`config.mk`:
```
export PLATFORM = sky130hd
export DESIGN_NAME = tccs_queue
export DESIGN_NICKNAME = d
export VERILOG_FILES = /design/src/hdl/tccs_pkg.sv /design/src/hdl/tccs_queue.sv
export SDC_FILE = /design/constraint.sdc
export NUM_CORES = 1
export LEC_CHECK = 0
export ABC_AREA = 1
export BUFFER_PORTS_ARGS = -buffer_cell sky130_fd_sc_hd__buf_2
export CAP_MARGIN = 20
export CORE_ASPECT_RATIO = 1.4
export CORE_MARGIN = 3
export CORE_UTILIZATION = 55
export DETAILED_ROUTE_END_ITERATION = 10
export PLACE_DENSITY_LB_ADDON = 0.2
export SYNTH_ARGS = -nofsm -noshare
export SYNTH_HDL_FRONTEND = slang
export SYNTH_SLANG_ARGS = --single-unit
```
`constraint.sdc`:
```
create_clock -name clock -period 2.26 [get_ports clock]
set_clock_uncertainty 0.1 [all_clocks]
set_input_delay 0.452 -clock clock [delete_from_list [all_inputs] [get_ports clock]]
set_output_delay 0.452 -clock clock [all_outputs]
set_load 0.01 [all_outputs]
```
`src/hdl/tccs_pkg.sv`:
```
`timescale 1ns / 1ps

package tccs_pkg;

   localparam logic [1:0] CMD_PUT   = 2'd0;
   localparam logic [1:0] CMD_CLEAR = 2'd1;
   localparam logic [1:0] CMD_READ  = 2'd2;

   localparam logic [7:0] NEWLINE_CHAR    = 8'd10;
   localparam logic [7:0] SPACE_CHAR      = 8'h20;
   localparam logic [7:0] FILL_ATTR_RESET = 8'd15;

   localparam int ADDR_W      = 12;
   localparam int ROW_W       = 5;
   localparam int COL_W       = 7;
   localparam int INDEX_W     = 11;
   localparam int QUEUE_DEPTH = 4;

   typedef enum logic [2:0] {
      OP_PUT,
      OP_NEWLINE,
      OP_CLEAR,
      OP_READ,
      OP_READ_NONE,
      OP_NOP
   } op_kind_type;

   typedef struct packed {
      op_kind_type       kind;
      logic [7:0]        char_code;
      logic [7:0]        char_attr;
      logic [ADDR_W-1:0] addr;
   } op_entry_type;

   typedef struct packed {
      logic              scrolled;
      logic [7:0]        cell_attr;
      logic [7:0]        cell_char;
      logic [INDEX_W-1:0] cursor_index;
      logic [COL_W-1:0]  out_col;
      logic [ROW_W-1:0]  out_row;
   } rsp_item_type;

   typedef enum logic [2:0] {
      ST_INIT,
      ST_IDLE,
      ST_READ,
      ST_COPY,
      ST_FILL
   } back_state_type;

   function automatic logic [ADDR_W-1:0] lin_index(input logic [ROW_W-1:0] row,
                                                   input logic [COL_W-1:0] col,
                                                   input int cols);
      lin_index = ADDR_W'(row) * ADDR_W'(cols) + ADDR_W'(col);
   endfunction

endpackage

```
`src/hdl/tccs_queue.sv`:
```
`timescale 1ns / 1ps

module tccs_queue import tccs_pkg::*; (
   input  logic         clock,
   input  logic         reset,
   input  logic         push,
   input  op_entry_type push_entry,
   output logic         full,
   input  logic         pop,
   output logic         head_valid,
   output op_entry_type head_entry
);

   localparam int PW = $clog2(QUEUE_DEPTH);

   op_entry_type    mem_ff [QUEUE_DEPTH];
   logic [PW-1:0]   wr_ptr_ff, wr_ptr_in;
   logic [PW-1:0]   rd_ptr_ff, rd_ptr_in;
   logic [PW:0]     count_ff, count_in;

   assign full       = (count_ff == (PW+1)'(QUEUE_DEPTH));
   assign head_valid = (count_ff != '0);
   assign head_entry = mem_ff[rd_ptr_ff];

   always_comb begin
      wr_ptr_in = push ? wr_ptr_ff + 1'b1 : wr_ptr_ff;
      rd_ptr_in = pop ? rd_ptr_ff + 1'b1 : rd_ptr_ff;
      count_in  = count_ff + (PW+1)'(push) - (PW+1)'(pop);
   end

   always_ff @(posedge clock) begin
      if (reset) begin
         wr_ptr_ff <= '0;
         rd_ptr_ff <= '0;
         count_ff  <= '0;
      end else begin
         wr_ptr_ff <= wr_ptr_in;
         rd_ptr_ff <= rd_ptr_in;
         count_ff  <= count_in;
      end
   end

   always_ff @(posedge clock) begin
      if (push) begin
         mem_ff[wr_ptr_ff] <= push_entry;
      end
   end

endmodule

```
Word level (Yosys, flattened, before mapping)
Memories as Yosys holds them, arrays and structs flattened. A register that Yosys moved wholly into a read port is not among the register bits.
Index checks and enable logic that the tools add are counted.
{"block": "totals", "memories": 1, "in_bits": 35, "elab_cells": 14, "register_bits": 7, "ramBits": 124}
{"name": "mem_ff", "words": 4, "width": 31, "rd": 1, "rd_clocked_by_memory_dff": 1, "wr": 1, "line_no": "tccs_queue.sv:16", "source": "op_entry_type mem_ff [QUEUE_DEPTH];"}
{"block": "op_classes", "add_sub_neg": 4, "eq_ne": 1, "mux": 4, "n_reduce_logical": 1}
{"operator": "$add A2 B1 Y2 const B", "n": 2}
{"operator": "$mux W2", "n": 2}
{"operator": "$add A3 B1 Y3", "n": 1}
{"operator": "$eq A3 B3 Y1 const B", "n": 1}
{"operator": "$reduce_bool A3 Y1", "n": 1}
{"operator": "$sub A3 B1 Y3", "n": 1}
{"operator": "$mux W1", "n": 2}

Longest topological paths before layout
{"block": "logic_depth", "ltp_word": 3, "mapped_depth": 8, "mapped_depth_nobuf": 8}

Worst setup path before layout
OpenSTA, ideal clock, no wires.
{"block": "synth_timing", "path_type": "flip-flop to flip-flop", "from": "register wr_ptr_ff[0]", "to": "memory mem_ff[2][0] (netlist name), enable pin", "stages_incl_launch_ff": 5, "setup_slack_ns": 0.571, "t_arrival_ns": 1.203, "period_less_slack_ns": 1.689, "cell_sequence": "dfxtp_1 inv_1 ha_1 nand2_1 inv_1"}
{"item": "from (decl)", "line_no": "tccs_queue.sv:17", "source": "logic [PW-1:0] wr_ptr_ff, wr_ptr_in;"}
{"item": "from (signal assigned)", "line_no": "tccs_queue.sv:37", "source": "wr_ptr_ff <= wr_ptr_in;"}
{"item": "to (decl)", "line_no": "tccs_queue.sv:16"}
Straight into the memory's write port.

==> reports/results.md <==
| Group | Parameter | This run |
|---|---|---|
| timing | Worst rel slew slack | 75.97% |
| power and ir drop | Power per unit of standard cell area | 910.6 nW/um2 |
| timing | Final worst slack | 0.1845 ns |
| power and ir drop | Logic pwr share | 9.7% |
| detailed routing | Detail Route Antenna Nets | 0 |
| clock tree | Number of buffers added by the clock tree synthesis step | 17 |
| power and ir drop | Switching share of power | 22.03% |
| clock tree | Clock slew seen by the registers of the worst setup and hold paths | 0.05 ns |
| logic synthesis | Portion of the post-synthesis area used by sequential elements | 71.25% |
| global routing | Antenna violations before repair | 0 |
| timing | Unrepaired setup endpoints after global routing | no |
| clock tree | Gates resized, CTS repair | 0 |
| finish | Final Net Count | 537 |
| setup path | Most Frequent Cell on Critical Path | nand2_1 |
| global routing | GR Overflow Total | 0 |
| power and ir drop | Share of power burned in registers | 48.1% |
| timing | Final-layout worst hold slack | 0.1391 ns |
| clock tree | Clock insertion delay at the later pin of the skew report | 0.40 ns |
| timing | Ratio of final minimum period to clock period | 91.84% |
| logic synthesis | Fraction of post-synthesis cell area in the top cell type by area | 67.96% |
| power and ir drop | Internal power | 4.624 mW |
| logic synthesis | Cell count after synthesis | 418 |
| global routing | Maximum number of pins on one net before global-route repair | 69 |
| timing | Post-layout minimum cycle time | 2.076 ns |
| finish | Layout cell share with drive strength beyond 1 | 26.97% |
| timing | Highest achievable clock rate | 481.8 MHz |
| detailed routing | DRC viols | 0 |
| setup path | Critical path start-end classification | register to primary output |
| setup path | Register-to-register setup slack | 0.60 ns |
| global routing | Vias in the first global route | 3133 |
| setup path | Data arrival, critical path | 1.52 ns |
| logic synthesis | Fraction of synthesis flops using an asynchronous set or reset pin | 0% |
| power and ir drop | Lkg Pwr | 2.604 nW |
| logic synthesis | Total standard cell area after synthesis | 5479 um2 |
| power and ir drop | Switching pwr | 1.307 mW |
| floorplan | Die ar. | 11210 um2 |
| detailed routing | Wirelength, routed | 9.127 mm |
| finish | Number of fillers in the final layout | 692 |
| detailed routing | Number of design-rule violations left by the first detailed-router iteration | 177 |
| logic synthesis | Top-count cell post-synth | edfxtp_1 |
| clock tree | Clock tree from TritonCTS | yes |
| place | Post-Place Worst Slack | 0.3955 ns |
| logic synthesis | Number of nets produced by synthesis | 460 |
| detailed routing | Average wire per standard cell | 14.24 um |
| worst hold path | Min-Delay Path Class | primary input to register |
| clock tree | Root Buffer Master | clkbuf_16 |
| timing | Max-slew violation total from the final report | 0 |
| logic synthesis | Prevailing post-synth register cell | edfxtp_1 |
| clock tree | Clock sinks | 133 |
| clock tree | Bufs on Longest Clock Path | 2 |
| clock tree | # Post-CTS Setup Buffers | 0 |
| detailed routing | Number of search-and-repair iterations in the first detailed-routing pass | 4 |
| clock tree | H-tree level count | 4 |
| logic synthesis | Avg Synthesized Cell Area | 13.11 um2 |
| setup path | Crit path max-delay cell type | dfxtp_4 |
| floorplan | Core Rows | 42 |
| place | DPL Wire Length | 5.600 mm |
| detailed routing | Detailed-route via count | 3201 |
| run | Number of max-cap violations | 0 |
| setup path | Crit. End Element | primary output |
| clock tree | Cts-stage hold buffer count | 0 |
| power and ir drop | Final Total Pwr | 5.930 mW |
| floorplan | Top Ports | 68 |
| setup path | Worst Path Max Fanout | 68 |
| finish | Register cell area after layout | 3909 um2 |
| finish | Multi-input combinational cell area | 1131 um2 |
| timing | Total negative slack | 0 ns |
| floorplan | Die height | 124.1 um |
| logic synthesis | Count of distinct cell types in the synthesized netlist | 15 |
| setup path | Cell-by-cell trace of the critical path | buf_12 > nand2_1 > o211ai_2 > nand2_1 > buf_2 |
| place | # port buffers | 67 |
| global routing | Combined global-route utilization of all metal layers | 17.36% |
| power and ir drop | Highest ir drop seen on vdd | 0.0006342 V |
| floorplan | Die Span X | 90.36 um |
| logic synthesis | Most instantiated cells after synthesis | edfxtp_1, inv_1, nand2_1, a21oi_1, o21ai_0 |
| timing | Worst-Margin Slew | 0.3605 ns |
| setup path | Required @ worst endpoint | 1.71 ns |
| setup path | Delay of the slowest cell on the worst path | 0.37 ns |
| timing | Final count of negative-setup-slack endpoints | 0 |
| power and ir drop | Power share of the clock group | 42.2% |
| finish | Area delta synth->final | 18.86% |
| place | Last weighted congestion value of the routability-driven placer | 0.6855 |
| logic synthesis | Synthesis Warnings | 0 |
| logic synthesis | Count of flip-flops with a built-in enable after synthesis | 124 |
| detailed routing | Detail-routed via count per cell | 4.994 |
| logic synthesis | Top area cells in the synthesized netlist | edfxtp_1, o211ai_2, inv_1 |
| floorplan | Initial Utilization | 57.29% |
| global routing | First-pass GRT wire length | 14.72 mm |
| outcome | Run status | finished, final reports clean |
| logic synthesis | Library cell with the largest summed area after synthesis | edfxtp_1 |
| floorplan | Area of the core | 9564 um2 |
| timing | Count of final hold-check violations | 0 |
| logic synthesis | Post-synthesis sequential element count | 133 |
| setup path | Critical path launch point type | register |
## final timing paths
kind	startpoint	endpoint	cells past startpoint
worst max-delay path	register	head_entry[13]	5
worst min-delay path	reset	count_ff[0]$_SDFF_PP0_	2
worst max register to register	count_ff[0]$_SDFF_PP0_	count_ff[2]$_SDFF_PP0_	7
worst min register to register	rd_ptr_ff[1]$_SDFFE_PP0P_	register	2
## placed cells by master (no fill, tap or decap)
cell type | synthesis | layout
a21oi_1 | 37 | 37
o21ai_0 | 34 | 34
clkinv_2 | 0 | 3
ha_1 | 6 | 6
inv_1 | 78 | 78
buf_4 | 0 | 9
clkinv_1 | 0 | 4
dfxtp_1 | 9 | 7
fa_1 | 1 | 1
clkinvlp_4 | 0 | 3
buf_2 | 10 | 67
clkbuf_1 | 3 | 3
o211ai_2 | 31 | 31
dfxtp_4 | 0 | 1
diode_2 | 0 | 1
nand2_1 | 70 | 70
buf_12 | 0 | 3
nand3_1 | 2 | 2
clkbuf_16 | 0 | 17
nor2_1 | 4 | 4
edfxtp_1 | 124 | 124
dfxtp_2 | 0 | 1
o21ai_1 | 1 | 1
bufinv_16 | 0 | 2
## stage by stage
step | area (um2) | utilization, % | std cells
floorplan | 5479 | - | 418
global placement | 5961 | 62.32 | 608
detailed placement | 5961 | 62.32 | 608
CTS | 6510 | 68.07 | 640
global route | 6510 | 68.07 | 640
finish | 6513 | 68.09 | 641
## area by class of cell
cell class	count	area share, %
multi-input cells	186	17.37
diodes	1	0.03842
inverters	78	4.496
well taps	132	2.536
clock inverters	12	1.729
flip-flops and latches	133	60.02
repair buffers	79	7.109
clock buffers	20	6.705
## per-layer routing
| metal | global-route usage [%] | share of wire [%] | vias to the layer above |
|---|---|---|---|
| li1 | - | - | 1593 |
| met4 | 8.812 | 2.0 | 0 |
| met2 | 30.20 | 53 | 78 |
| met1 | 19.19 | 40 | 1512 |
| met5 | 0 | 0 | - |
| met3 | 5.740 | 5.2 | 18 |
## worst max-delay path, delay by kind of cell (launching register included)
family / cells / cell delay, ns
simple gates: 2 / 0.23
compound gates: 1 / 0.08
buf+inv: 2 / 0.43
flops: 1 / 0.37
## sequential cells by signal, indices dropped and copies added (netlist names), named ones only
signal     count
rd_ptr_ff      2
wr_ptr_ff      2
mem_ff       124
count_ff       3
## cell families after synthesis
family	count (synthesis)	synth area share, %
flops	133	71.25
buf+inv	99	8.107
compound gates	103	13.66
simple gates	76	5.252
fa+ha+maj	7	1.736
## power by group through the flow
| stage | Combinational, mW | Clock (mW) | Sequential [mW] |
|---|---|---|---|
| floorplan | 0.371 | 0 | 2.89 |
| global placement | 0.565 | 0 | 2.90 |
| detailed placement | 0.584 | 0 | 2.90 |
| CTS | 0.587 | 2.56 | 2.85 |
| global route | 0.653 | 2.66 | 2.86 |
| finish | 0.574 | 2.50 | 2.85 |
(Power assumes the default switching activity.)
