$ cat src/hdl/tccs_pkg.sv
`timescale 1ns / 1ps

package tccs_pkg;

   localparam logic [1:0] CMD_PUT   = 2'd0;
   localparam logic [1:0] CMD_CLEAR = 2'd1;
   localparam logic [1:0] CMD_READ  = 2'd2;

   localparam logic [7:0] NEWLINE_CHAR    = 8'd10;
   localparam logic [7:0] SPACE_CHAR      = 8'h20;
   localparam logic [7:0] FILL_ATTR_RESET = 8'd15;

   localparam int ADDR_W      = 12;
   localparam int ROW_W       = 5;
   localparam int COL_W       = 7;
   localparam int INDEX_W     = 11;
   localparam int QUEUE_DEPTH = 4;

   typedef enum logic [2:0] {
      OP_PUT,
      OP_NEWLINE,
      OP_CLEAR,
      OP_READ,
      OP_READ_NONE,
      OP_NOP
   } op_kind_type;

   typedef struct packed {
      op_kind_type       kind;
      logic [7:0]        char_code;
      logic [7:0]        char_attr;
      logic [ADDR_W-1:0] addr;
   } op_entry_type;

   typedef struct packed {
      logic              scrolled;
      logic [7:0]        cell_attr;
      logic [7:0]        cell_char;
      logic [INDEX_W-1:0] cursor_index;
      logic [COL_W-1:0]  out_col;
      logic [ROW_W-1:0]  out_row;
   } rsp_item_type;

   typedef enum logic [2:0] {
      ST_INIT,
      ST_IDLE,
      ST_READ,
      ST_COPY,
      ST_FILL
   } back_state_type;

   function automatic logic [ADDR_W-1:0] lin_index(input logic [ROW_W-1:0] row,
                                                   input logic [COL_W-1:0] col,
                                                   input int cols);
      lin_index = ADDR_W'(row) * ADDR_W'(cols) + ADDR_W'(col);
   endfunction

endpackage

$ cat src/hdl/tccs_front.sv
`timescale 1ns / 1ps

module tccs_front import tccs_pkg::*; #(
   parameter int COLS = 80,
   parameter int ROWS = 25
) (
   input  logic             req_tvalid,
   output logic             req_tready,
   input  logic [1:0]       cmd,
   input  logic [7:0]       char_code,
   input  logic [7:0]       char_attr,
   input  logic [ROW_W-1:0] query_row,
   input  logic [COL_W-1:0] query_col,
   input  logic             init_done,
   input  logic             q_full,
   output logic             q_push,
   output op_entry_type     q_entry
);

   logic in_range;

   assign req_tready = init_done && !q_full;
   assign q_push     = req_tvalid && req_tready;
   assign in_range   = ({1'b0, query_row} < 6'(ROWS)) && ({1'b0, query_col} < 8'(COLS));

   always_comb begin
      q_entry.char_code = char_code;
      q_entry.char_attr = char_attr;
      q_entry.addr      = lin_index(query_row, query_col, COLS);
      unique case (cmd)
         CMD_PUT:   q_entry.kind = (char_code == NEWLINE_CHAR) ? OP_NEWLINE : OP_PUT;
         CMD_CLEAR: q_entry.kind = OP_CLEAR;
         CMD_READ:  q_entry.kind = in_range ? OP_READ : OP_READ_NONE;
         default:   q_entry.kind = OP_NOP;
      endcase
   end

endmodule

$ cat config.mk
export PLATFORM = sky130hd
export DESIGN_NAME = tccs_front
export DESIGN_NICKNAME = d
export VERILOG_FILES = /design/src/hdl/tccs_pkg.sv /design/src/hdl/tccs_front.sv
export SDC_FILE = /design/constraint.sdc
export NUM_CORES = 1
export LEC_CHECK = 0
export BUFFER_PORTS_ARGS = -buffer_cell sky130_fd_sc_hd__buf_2
export CORE_UTILIZATION = 25
export DETAILED_ROUTE_END_ITERATION = 7
export GPL_TIMING_DRIVEN = 0
export PLACE_DENSITY = 0.68
export SLEW_MARGIN = 0
export SYNTH_ARGS = -nofsm -noshare
export SYNTH_HDL_FRONTEND = slang
export SYNTH_SLANG_ARGS = --single-unit
$ cat constraint.sdc
create_clock -name vclk -period 1.88
set_input_delay 0.282 -clock vclk [all_inputs]
set_output_delay 0.282 -clock vclk [all_outputs]
set_load 0.05 [all_outputs]
### Word-level counts from Yosys, hierarchy flattened

Cells that the tools add are included.

| word-level totals | value |
|---|---|
| flip-flop bits (word level) | 0 |

| cells by class | value |
|---|---|
| add/subtract/negate cells | 1 |
| order comparisons | 2 |
| reduce and logical (&&, ||, !) cells | 5 |
| muxes and demuxes | 3 |
| equal/unequal tests | 3 |
| multiply operators | 1 |

Operators by type and width:

| cell | number |
|---|---|
| $add 12x7->12 | 1 |
| $pmux 3 s3 | 1 |
| $eq 8x4->1 const B | 1 |
| $mul 5x3->8 const B | 1 |
| $lt 7x7->1 const B | 1 |
| $lt 5x5->1 const B | 1 |
| $logic_and 1x1->1 | 3 |
| $mux 3 | 1 |
| $eq 2x1->1 const B | 1 |
| $eq 2x2->1 const B | 1 |
| $logic_not 2->1 | 1 |
| $logic_not 1->1 | 1 |
| $mux 1 | 1 |

### Longest topological paths before layout

Gate-level depths: netlist of run 1.

| depth | value |
|---|---|
| depth in word-level cells | 4 |
| gate-level depth with buffers | 6 |

### Least setup slack after synthesis of run 1

OpenSTA, ideal clock, no wires.

| path | value |
|---|---|
| path type | input to output |
| start point | input query_row[1] |
| end point | output q_entry[10] (netlist bit) |
| required time | 1.598 ns |
| stages on the path | 6 |
| path buffers | 0 |
| arrival | 2.354 ns |
| slack | -0.756 ns |
| cell sequence | ha_1 -> ha_1 -> fa_1 -> xor2_1 -> nand3_1 -> xnor2_1 |

RTL lines:

| item | line | text |
|---|---|---|
| start: declaration | tccs_front.sv:12 | `input logic [ROW_W-1:0] query_row,` |
| end: declaration | tccs_front.sv:17 | `output op_entry_type q_entry` |

==> reports/qor.yml, run 1 <==
run_status:
  status: "finished, violations left"
  violations: "negative setup slack"
critical_path:
  cp_max_fo: 3
  worstSetupStartpointType: "input pin"
  critical_path.cell_chain: "buf_8 > ha_4 > ha_4 > fa_2 > nand2_2 > nor2_4 > a32o_2 > buf_8"
  crit_family: "adder cells"
  cp-end-kind: "output port"
  cpPeakStageDelay_ns: 0.56
  criticalPathCategory: "input pin to output port"
  crit_path_top_delay_cell: "fa_2"
  worstPathArrival_ns: 1.92
  crit_buf_inv: 2
  critPathRequiredTime_ns: 1.60
floorplanning:
  die_h_um: 47.8
  ios: 66
  initial_core_util_pct: 26.7
  rows: 16
  core-area_um2: 1960
  dieArea_um2: 2280
  die_w_um: 47.8
placed_design:
  gp_congestion: 0.677
  post-place-ws_ns: -0.555
  portBuffers: 54
  dp_hpwl_mm: 1.28
cells_and_area:
  synthToLayoutAreaGrowth_pct: 112
  seqCellArea_um2: 0
  final_util_pct: 56.8
  nets: 170
  diodes: 0
  nFlopsAndLatches: 0
  clkbuf_count: 0
  drive_gt1_share_pct: 83.9
sta:
  setup_viol: 4
  rsz0062_at_grt: "yes"
  fin_crit_sh_pct: 117
  worstMarginPinSlew_ns: 0.315
  hold_violations: 0
  fin_crit_ns: 2.20
  setup_ws_ns: -0.325
  drv_slew: 0
  fmax_mhz: 454
  slew_headroom_pct: 78.7
  holdWs_ns: 0.865
job:
  drv_cap: 0
detailed_routing:
  wl_mm: 1.56
  detail_route.vias_per_cell: 4.21
  wl_per_cell_um: 10.3
  drc: 0
  num_vias: 636
  dr.pass1.iters: 3
  ant_nets: 0
  drt_iter0_markers: 5
yosys:
  yosys_warnings: 0
  yosysUniqueCellTypes: 19
  syn_nets: 107
  syn_inst: 63
  yosysTopAreaCell: "buf_4"
  synth_area_leaders: "buf_4, ha_1, fa_1"
  yosysSeqAreaShare_pct: 0
  synth.top_cell.area_share_pct: 28.6
  syn_avg_cell_area_um2: 8.32
  synth_area_um2: 524
pwr:
  leakage_uw: 0.000586
  fin_total_pwr_uw: 658
  p_per_area_nw_per_um2: 591
  ir_drop_v: 0.000362
grt:
  grt_antenna_before_repair: 0
  grt_usage_pct: 12.9
  grt_pass1_vias: 527
  gr-total-overflow: 0
  grt_max_degree: 5
  grt_pass1_wl_mm: 2.17
clock_network:
  cts_hold_buf: 0
hold_path:
  hp-class: "input pin to output port"
==> synth_stat cells, drive strengths merged (2+ instances only) <==
cell   instances
a21oi          5
buf           20
a21o           3
xor2           4
nor2           4
nand2          2
xnor2          3
fa             2
nor2b          3
ha             9
==> per-layer routing <==
layer,GRT usage [%],part of all wire (%),vias to the layer above
met3,0,5.9,0
met5,0,0,-
met4,0,0,0
met2,26.2,57,33
li1,-,-,321
met1,15.8,37,282
==> final cells by class <==
type,instances,area [µm²]
fill,194,848
multi-input combinational,43,548
timing repair buffer,61,382
buffer,20,150
tap,27,33.8
==> what timing repair did <==
| item | CTS | global route |
|---|---|---|
| endpoints found under the hold margin | 0 | 0 |
| gates resized for setup | 21 | 4 |
| pin swaps | 8 | 2 |
| setup buffers | 5 | 2 |
| endpoints found under the setup margin | 5 | 5 |
==> through the flow <==
| step | cell area [µm²] | std cells | TNS [ns] |
|---|---|---|---|
| global route | 1110 | 151 | -1.30 |
| CTS | 1080 | 149 | -1.07 |
| finish | 1110 | 151 | -1.12 |
| global placement | 961 | 144 | -1.82 |
| floorplan | 657 | 63 | -0.886 |
| detailed placement | 961 | 144 | -1.93 |
==> cells by family (layout without fill, tap and decap cells) <==
group / after synthesis / count (layout) / share of synthesized area, %
fa+ha+maj: 11 / 11 / 29.1
xor+xnor: 7 / 7 / 11.7
mux: 1 / 1 / 2.15
simple gates: 12 / 12 / 11.7
compound gates: 12 / 12 / 16.7
buf+inv: 20 / 81 / 28.6
==> layout by cell type (no fill, tap or decap), drive strengths merged <==
cell type	count
nor2b	3
nand3	1
ha	9
xor2	4
a32o	1
a21o	3
xnor2	3
o21ai	1
nor4b	1
nor2	4
nand2	2
mux2	1
buf	81
a21oi	5
fa	2
o311ai	1
a41oi	1
and2	1
==> path summary, 6_finish.rpt <==
path | startpoint | endpoint | slack (ns) | depth (start not counted)
worst max-delay path | query_row[3] | q_entry[11] | -0.32 | 8
worst min-delay path | char_attr[2] | q_entry[14] | 0.87 | 2
==> where the power goes <==
part / internal, µW / switching [µW] / total [µW]
clock network: 0 / 0 / 0
logic: 264 / 394 / 658
registers: 0 / 0 / 0
total: 264 / 394 / 658
Power figures use the tool's default switching activity.
==> run 2, diff against run 1 <==
--- a/config.mk
+++ b/config.mk
@@ -6,10 +6,10 @@
 export NUM_CORES = 1
 export LEC_CHECK = 0
 export BUFFER_PORTS_ARGS = -buffer_cell sky130_fd_sc_hd__buf_2
-export CORE_UTILIZATION = 25
+export CORE_UTILIZATION = 31
 export DETAILED_ROUTE_END_ITERATION = 7
 export GPL_TIMING_DRIVEN = 0
-export PLACE_DENSITY = 0.68
+export PLACE_DENSITY = 0.81
 export SLEW_MARGIN = 0
 export SYNTH_ARGS = -nofsm -noshare
 export SYNTH_HDL_FRONTEND = slang
==> run 2 against run 1 <==
  * The flow still finishes with violations (negative setup slack)
  * Die area fell by 19%
  * Final cell count fell by 9.3%
  * Setup slack improved by 0.017 ns
  * Wire length fell by 13%
==> reports/qor.yml, run 2 (synthesized netlist as in run 1, its figures left out) <==
grt:
  grt_usage_pct: 15.8  # was 12.9%
  grt_pass1_wl_mm: 2.38  # was 2.17 mm
  grt_pass1_vias: 582  # was 527
  grt_antenna_before_repair: 0  # unchanged
  gr-total-overflow: 0  # unchanged
  grt_max_degree: 5  # unchanged
cells_and_area:
  multi_input_area_um2: 549  # was 548 µm²
  mostFrequentLayoutCells: "buf_2, buf_4, buf_6"  # unchanged
  drive_gt1_share_pct: 81.8  # was 83.9%
  nFlopsAndLatches: 0  # unchanged
  n_fill_cell: 122  # was 194
  synthToLayoutAreaGrowth_pct: 106  # was 112%
  final_common_cell: "buf_2"  # unchanged
  seqCellArea_um2: 0  # unchanged
  design_area_um2: 1080  # was 1110 µm²
  fin_cells: 137  # was 151
  nets: 167  # was 170
  clkbuf_count: 0  # unchanged
  final_util_pct: 70.0  # was 56.8%
  diodes: 0  # unchanged
floorplanning:
  dieArea_um2: 1860  # was 2280 µm²
  ios: 66  # unchanged
  die_w_um: 43.1  # was 47.8 µm
  die_h_um: 43.1  # was 47.8 µm
  initial_core_util_pct: 34.0  # was 26.7%
  core-area_um2: 1540  # was 1960 µm²
  rows: 14  # was 16
sta:
  fmax_mhz: 457  # was 454 MHz
  drv_slew: 0  # unchanged
  rsz0062_at_grt: "yes"  # unchanged
  slew_headroom_pct: 79.1  # was 78.7%
  worstMarginPinSlew_ns: 0.309  # was 0.315 ns
  fin_crit_sh_pct: 116  # was 117%
  setup_viol: 4  # unchanged
  fin_crit_ns: 2.19  # was 2.20 ns
  setup_ws_ns: -0.307  # was -0.325 ns
  hold_violations: 0  # unchanged
placed_design:
  place_area_um2: 947  # was 961 µm²
  gp_congestion: 0.762  # was 0.677
  place_inst: 133  # was 144
  post-place-ws_ns: -0.534  # was -0.555 ns
  portBuffers: 54  # unchanged
  dp_hpwl_mm: 1.13  # was 1.28 mm
job:
  drv_cap: 0  # unchanged
critical_path:
  cp-endpoint: "q_entry[11]"  # unchanged
  criticalPathCategory: "input pin to output port"  # unchanged
  cp-startpoint: "query_row[3]"  # unchanged
  worstSetupStartpointType: "input pin"  # unchanged
  cp-end-kind: "output port"  # unchanged
  critPathRequiredTime_ns: 1.60  # about the same
  worstPathArrival_ns: 1.91  # was 1.92 ns
  cp_max_fo: 2  # was 3
detailed_routing:
  ant_nets: 0  # unchanged
  num_vias: 631  # was 636
  dr.pass1.iters: 3  # unchanged
  drc: 0  # unchanged
  drt_iter0_markers: 4  # was 5
  wl_per_cell_um: 9.88  # was 10.3 µm
  detail_route.vias_per_cell: 4.61  # was 4.21
  wl_mm: 1.35  # was 1.56 mm
pwr:
  ir_drop_v: 0.000358  # was 0.000362 V
  p_per_area_nw_per_um2: 596  # was 591 nW/µm²
  leakage_uw: 0.000572  # was 0.000586 µW
run_status:
  status: "finished, violations left"  # unchanged
  violations: "negative setup slack"  # unchanged
hold_path:
  hp-class: "input pin to output port"  # unchanged
run 2: metal layers:
layer | part of all wire, % | GRT usage [%] | vias up
li1 | - | - | 315
met1 | 41 | 21.1 | 272
met2 | 49 | 29.9 | 44
met3 | 10 | 0 | 0
met4 | 0 | 0 | 0
met5 | 0 | 0 | -
run 2: final cells by class:
cell class,count,area share [%]
Timing Repair Buffer,58,33.4
Multi-Input combinational cell,43,50.9
Tap cell,16,1.85
Buffer,20,13.9
run 2: repair_timing:
action                                  4_1_cts  5_1_grt
hold buffers                                  0        0
buffers inserted                              4        0
resized for setup                            21        0
endpoints found under the setup margin        5        5
pin swaps                                    10        1
run 2: metrics by stage:
stage | setup TNS [ns] | hold WS, ns | total power [µW]
after floorplan | -0.886 | 0.731 | 448
after global placement | -1.82 | 0.866 | 544
after detailed placement | -1.87 | 0.866 | 548
after CTS | -1.10 | 0.866 | 643
after global routing | -1.27 | 0.868 | 680
final | -1.04 | 0.865 | 644
run 2: worst min-delay path by stage:
stage	startpoint	to	cells after the start
6_report	char_attr[4]	q_entry[16]	2
4_1_cts	char_attr[4]	q_entry[16]	2
3_5_place_dp	query_col[2]	q_entry[2]	2
5_1_grt	query_col[0]	q_entry[0]	2
2_1_floorplan	query_col[0]	q_entry[0]	1
3_3_place_gp	char_attr[4]	q_entry[16]	2
run 2: critical path, stage by stage:
cell	delay [ns]
buf_8	0.10
ha_4	0.24
ha_4	0.16
fa_2	0.56
nand2_2	0.07
nor2_4	0.14
a32o_2	0.20
buf_6	0.15
run 2: report_power, final:
group,switching (µW),total (µW),internal (µW),leakage (µW)
clock network,0,0,0,0
registers,0,0,0,0
logic,390,644,254,0.000572
total,390,644,254,0.000572
==> run 3, diff against run 2 <==
--- a/config.mk
+++ b/config.mk
@@ -9,7 +9,7 @@
 export CORE_UTILIZATION = 31
 export DETAILED_ROUTE_END_ITERATION = 7
 export GPL_TIMING_DRIVEN = 0
-export PLACE_DENSITY = 0.81
+export PLACE_DENSITY_LB_ADDON = 0.15
 export SLEW_MARGIN = 0
 export SYNTH_ARGS = -nofsm -noshare
 export SYNTH_HDL_FRONTEND = slang
==> run 3 against run 2 <==
  * First-iteration DRC count decreased by 50%
  * Worst hold slack about the same
  * Largest cell class unchanged
  * Maximum frequency decreased by 0.34%
  * Critical endpoint unchanged
  * Die area unchanged
  * Core utilization increased by 0.49 points
  * Power decreased by 0.93%
  * Combinational power decreased by 0.9%
  * The flow still finishes with violations (negative setup slack)
  * Via count increased by 2.2%
  * Global-route usage decreased by 1.5 points
  * Flip-flop and latch count unchanged
==> reports/qor.yml, run 3 (synthesized netlist as in run 1, its figures left out) <==
detailed_routing:
  wl_per_cell_um: 9.77  # was 9.88 µm
  m1WireLength_um: 538  # was 551 µm
  detail_route.vias_per_cell: 4.64  # was 4.61
  ant_nets: 0  # unchanged
  wl_mm: 1.36  # was 1.35 mm
  wl_met2_um: 653  # was 666 µm
  wl_met3_um: 167  # was 135 µm
  dr.max_layer_used: "met3"  # unchanged
  drt_iter0_markers: 2  # was 4
  num_vias: 645  # was 631
  dr.pass1.iters: 3  # unchanged
  drc: 0  # unchanged
sta:
  hold_violations: 0  # unchanged
  setup_viol: 4  # unchanged
  fmax_mhz: 456  # was 457 MHz
  worstMarginPinSlew_ns: 0.302  # was 0.309 ns
  setup_ws_ns: -0.315  # was -0.307 ns
  slew_headroom_pct: 79.5  # was 79.1%
  rsz0062_at_grt: "yes"  # unchanged
  fin_crit_ns: 2.19  # about the same
  drv_slew: 0  # unchanged
  fin_crit_sh_pct: 117  # was 116%
clock_network:
  cts_hold_buf: 0  # unchanged
critical_path:
  critPathRequiredTime_ns: 1.60  # about the same
  cpPeakStageDelay_ns: 0.57  # was 0.56 ns
  cp_max_fo: 3  # was 2
  criticalPathCategory: "input pin to output port"  # unchanged
  crit_buf_inv: 2  # unchanged
  cp-end-kind: "output port"  # unchanged
  crit_family: "adder cells"  # unchanged
  worstSetupStartpointType: "input pin"  # unchanged
  crit_path_top_delay_cell: "fa_2"  # unchanged
  worstPathArrival_ns: 1.91  # about the same
  critical_path.cell_chain: "buf_8 > ha_4 > ha_4 > fa_2 > nand2_2 > nor2_4 > a32o_2 > buf_8"  # was buf_8 > ha_4 > ha_4 > fa_2 > nand2_2 > nor2_4 > a32o_2 > buf_6
cells_and_area:
  diodes: 0  # unchanged
  final_util_pct: 70.5  # was 70.0%
  n_fill_cell: 116  # was 122
  clkbuf_count: 0  # unchanged
  nFlopsAndLatches: 0  # unchanged
  synthToLayoutAreaGrowth_pct: 107  # was 106%
  design_area_um2: 1090  # was 1080 µm²
  nets: 169  # was 167
  drive_gt1_share_pct: 82.1  # was 81.8%
  seqCellArea_um2: 0  # unchanged
  final_common_cell: "buf_2"  # unchanged
  mostFrequentLayoutCells: "buf_2, buf_4, buf_6"  # unchanged
floorplanning:
  ios: 66  # unchanged
  dieArea_um2: 1860  # unchanged
  rows: 14  # unchanged
  core-area_um2: 1540  # unchanged
  die_h_um: 43.1  # unchanged
  initial_core_util_pct: 34.0  # unchanged
  die_w_um: 43.1  # unchanged
hold_path:
  hp-class: "input pin to output port"  # unchanged
  min_path_cells: 2  # unchanged
  hp-start: "char_attr[2]"  # was char_attr[4]
  hold_end: "q_entry[14]"  # was q_entry[16]
pwr:
  intPower_uw: 251  # was 254 µW
  p_clk_share_pct: 0  # about the same
  leakage_uw: 0.000582  # was 0.000572 µW
  p_per_area_nw_per_um2: 586  # was 596 nW/µm²
  ir_drop_v: 0.000440  # was 0.000358 V
  p_comb_share_pct: 100.0  # about the same
  seqPwrFrac_pct: 0  # about the same
  swShare_pct: 60.6  # was 60.5%
  p_switching_uw: 386  # was 390 µW
grt:
  grt_antenna_before_repair: 0  # unchanged
  grt_max_degree: 5  # unchanged
  grt_usage_pct: 14.2  # was 15.8%
  gr-total-overflow: 0  # unchanged
  grt_pass1_wl_mm: 2.18  # was 2.38 mm
  grt_pass1_vias: 575  # was 582
job:
  drv_cap: 0  # unchanged
placed_design:
  portBuffers: 54  # unchanged
  dp_hpwl_mm: 1.14  # was 1.13 mm
  place_area_um2: 947  # unchanged
  gp_congestion: 0.661  # was 0.762
run_status:
  status: "finished, violations left"  # unchanged
  violations: "negative setup slack"  # unchanged
-- run 3: cell types whose count changed in the layout (fill, tap and decap cells not counted), sizes merged --
cell | previous run | this run
buf | 78 | 79
clkbuf | 0 | 1
-- run 3: power groups by stage --
stage	Clock (µW)	Sequential (µW)	Combinational, µW
final	0	0	638
after global routing	0	0	670
after detailed placement	0	0	549
after global placement	0	0	545
after CTS	0	0	632
after floorplan	0	0	448
-- run 3: what timing repair did --
action	CTS	global route
buffers inserted	5	1
setup endpoints to repair	5	5
resized for setup	21	3
pin swaps	8	6
-- run 3: layout make-up --
cell class	instances	area, µm²	area share, %
Buffer	20	150	13.8
Multi-Input combinational cell	43	542	49.8
Tap cell	16	20.0	1.84
Timing Repair Buffer	60	375	34.5
-- run 3: worst max-delay path by stage --
stage | startpoint | to | slack, ns | depth (start not counted)
after floorplan | query_row[1] | q_entry[10] | -0.28 | 6
after CTS | query_row[3] | q_entry[11] | -0.35 | 8
after global routing | query_row[3] | q_entry[11] | -0.37 | 8
final | query_row[3] | q_entry[11] | -0.31 | 8
after detailed placement | query_row[1] | q_entry[10] | -0.53 | 8
after global placement | query_row[1] | q_entry[10] | -0.52 | 8
-- run 3: per-stage QoR --
step	total power, µW	setup TNS, ns	hold WS, ns	worst slack [ns]	instances
3_5_place_dp	549	-1.86	0.866	-0.529	133
5_1_grt	670	-1.23	0.868	-0.374	139
6_report	638	-1.03	0.866	-0.315	139
2_1_floorplan	448	-0.886	0.731	-0.284	63
4_1_cts	632	-1.09	0.866	-0.346	138
3_3_place_gp	545	-1.81	0.866	-0.515	133
-- run 3: routing by layer --
metal | track usage, % | vias to the layer above
met5 | 0 | -
met4 | 0 | 0
met3 | 0.426 | 0
met2 | 27.2 | 48
met1 | 18.6 | 275
li1 | - | 322
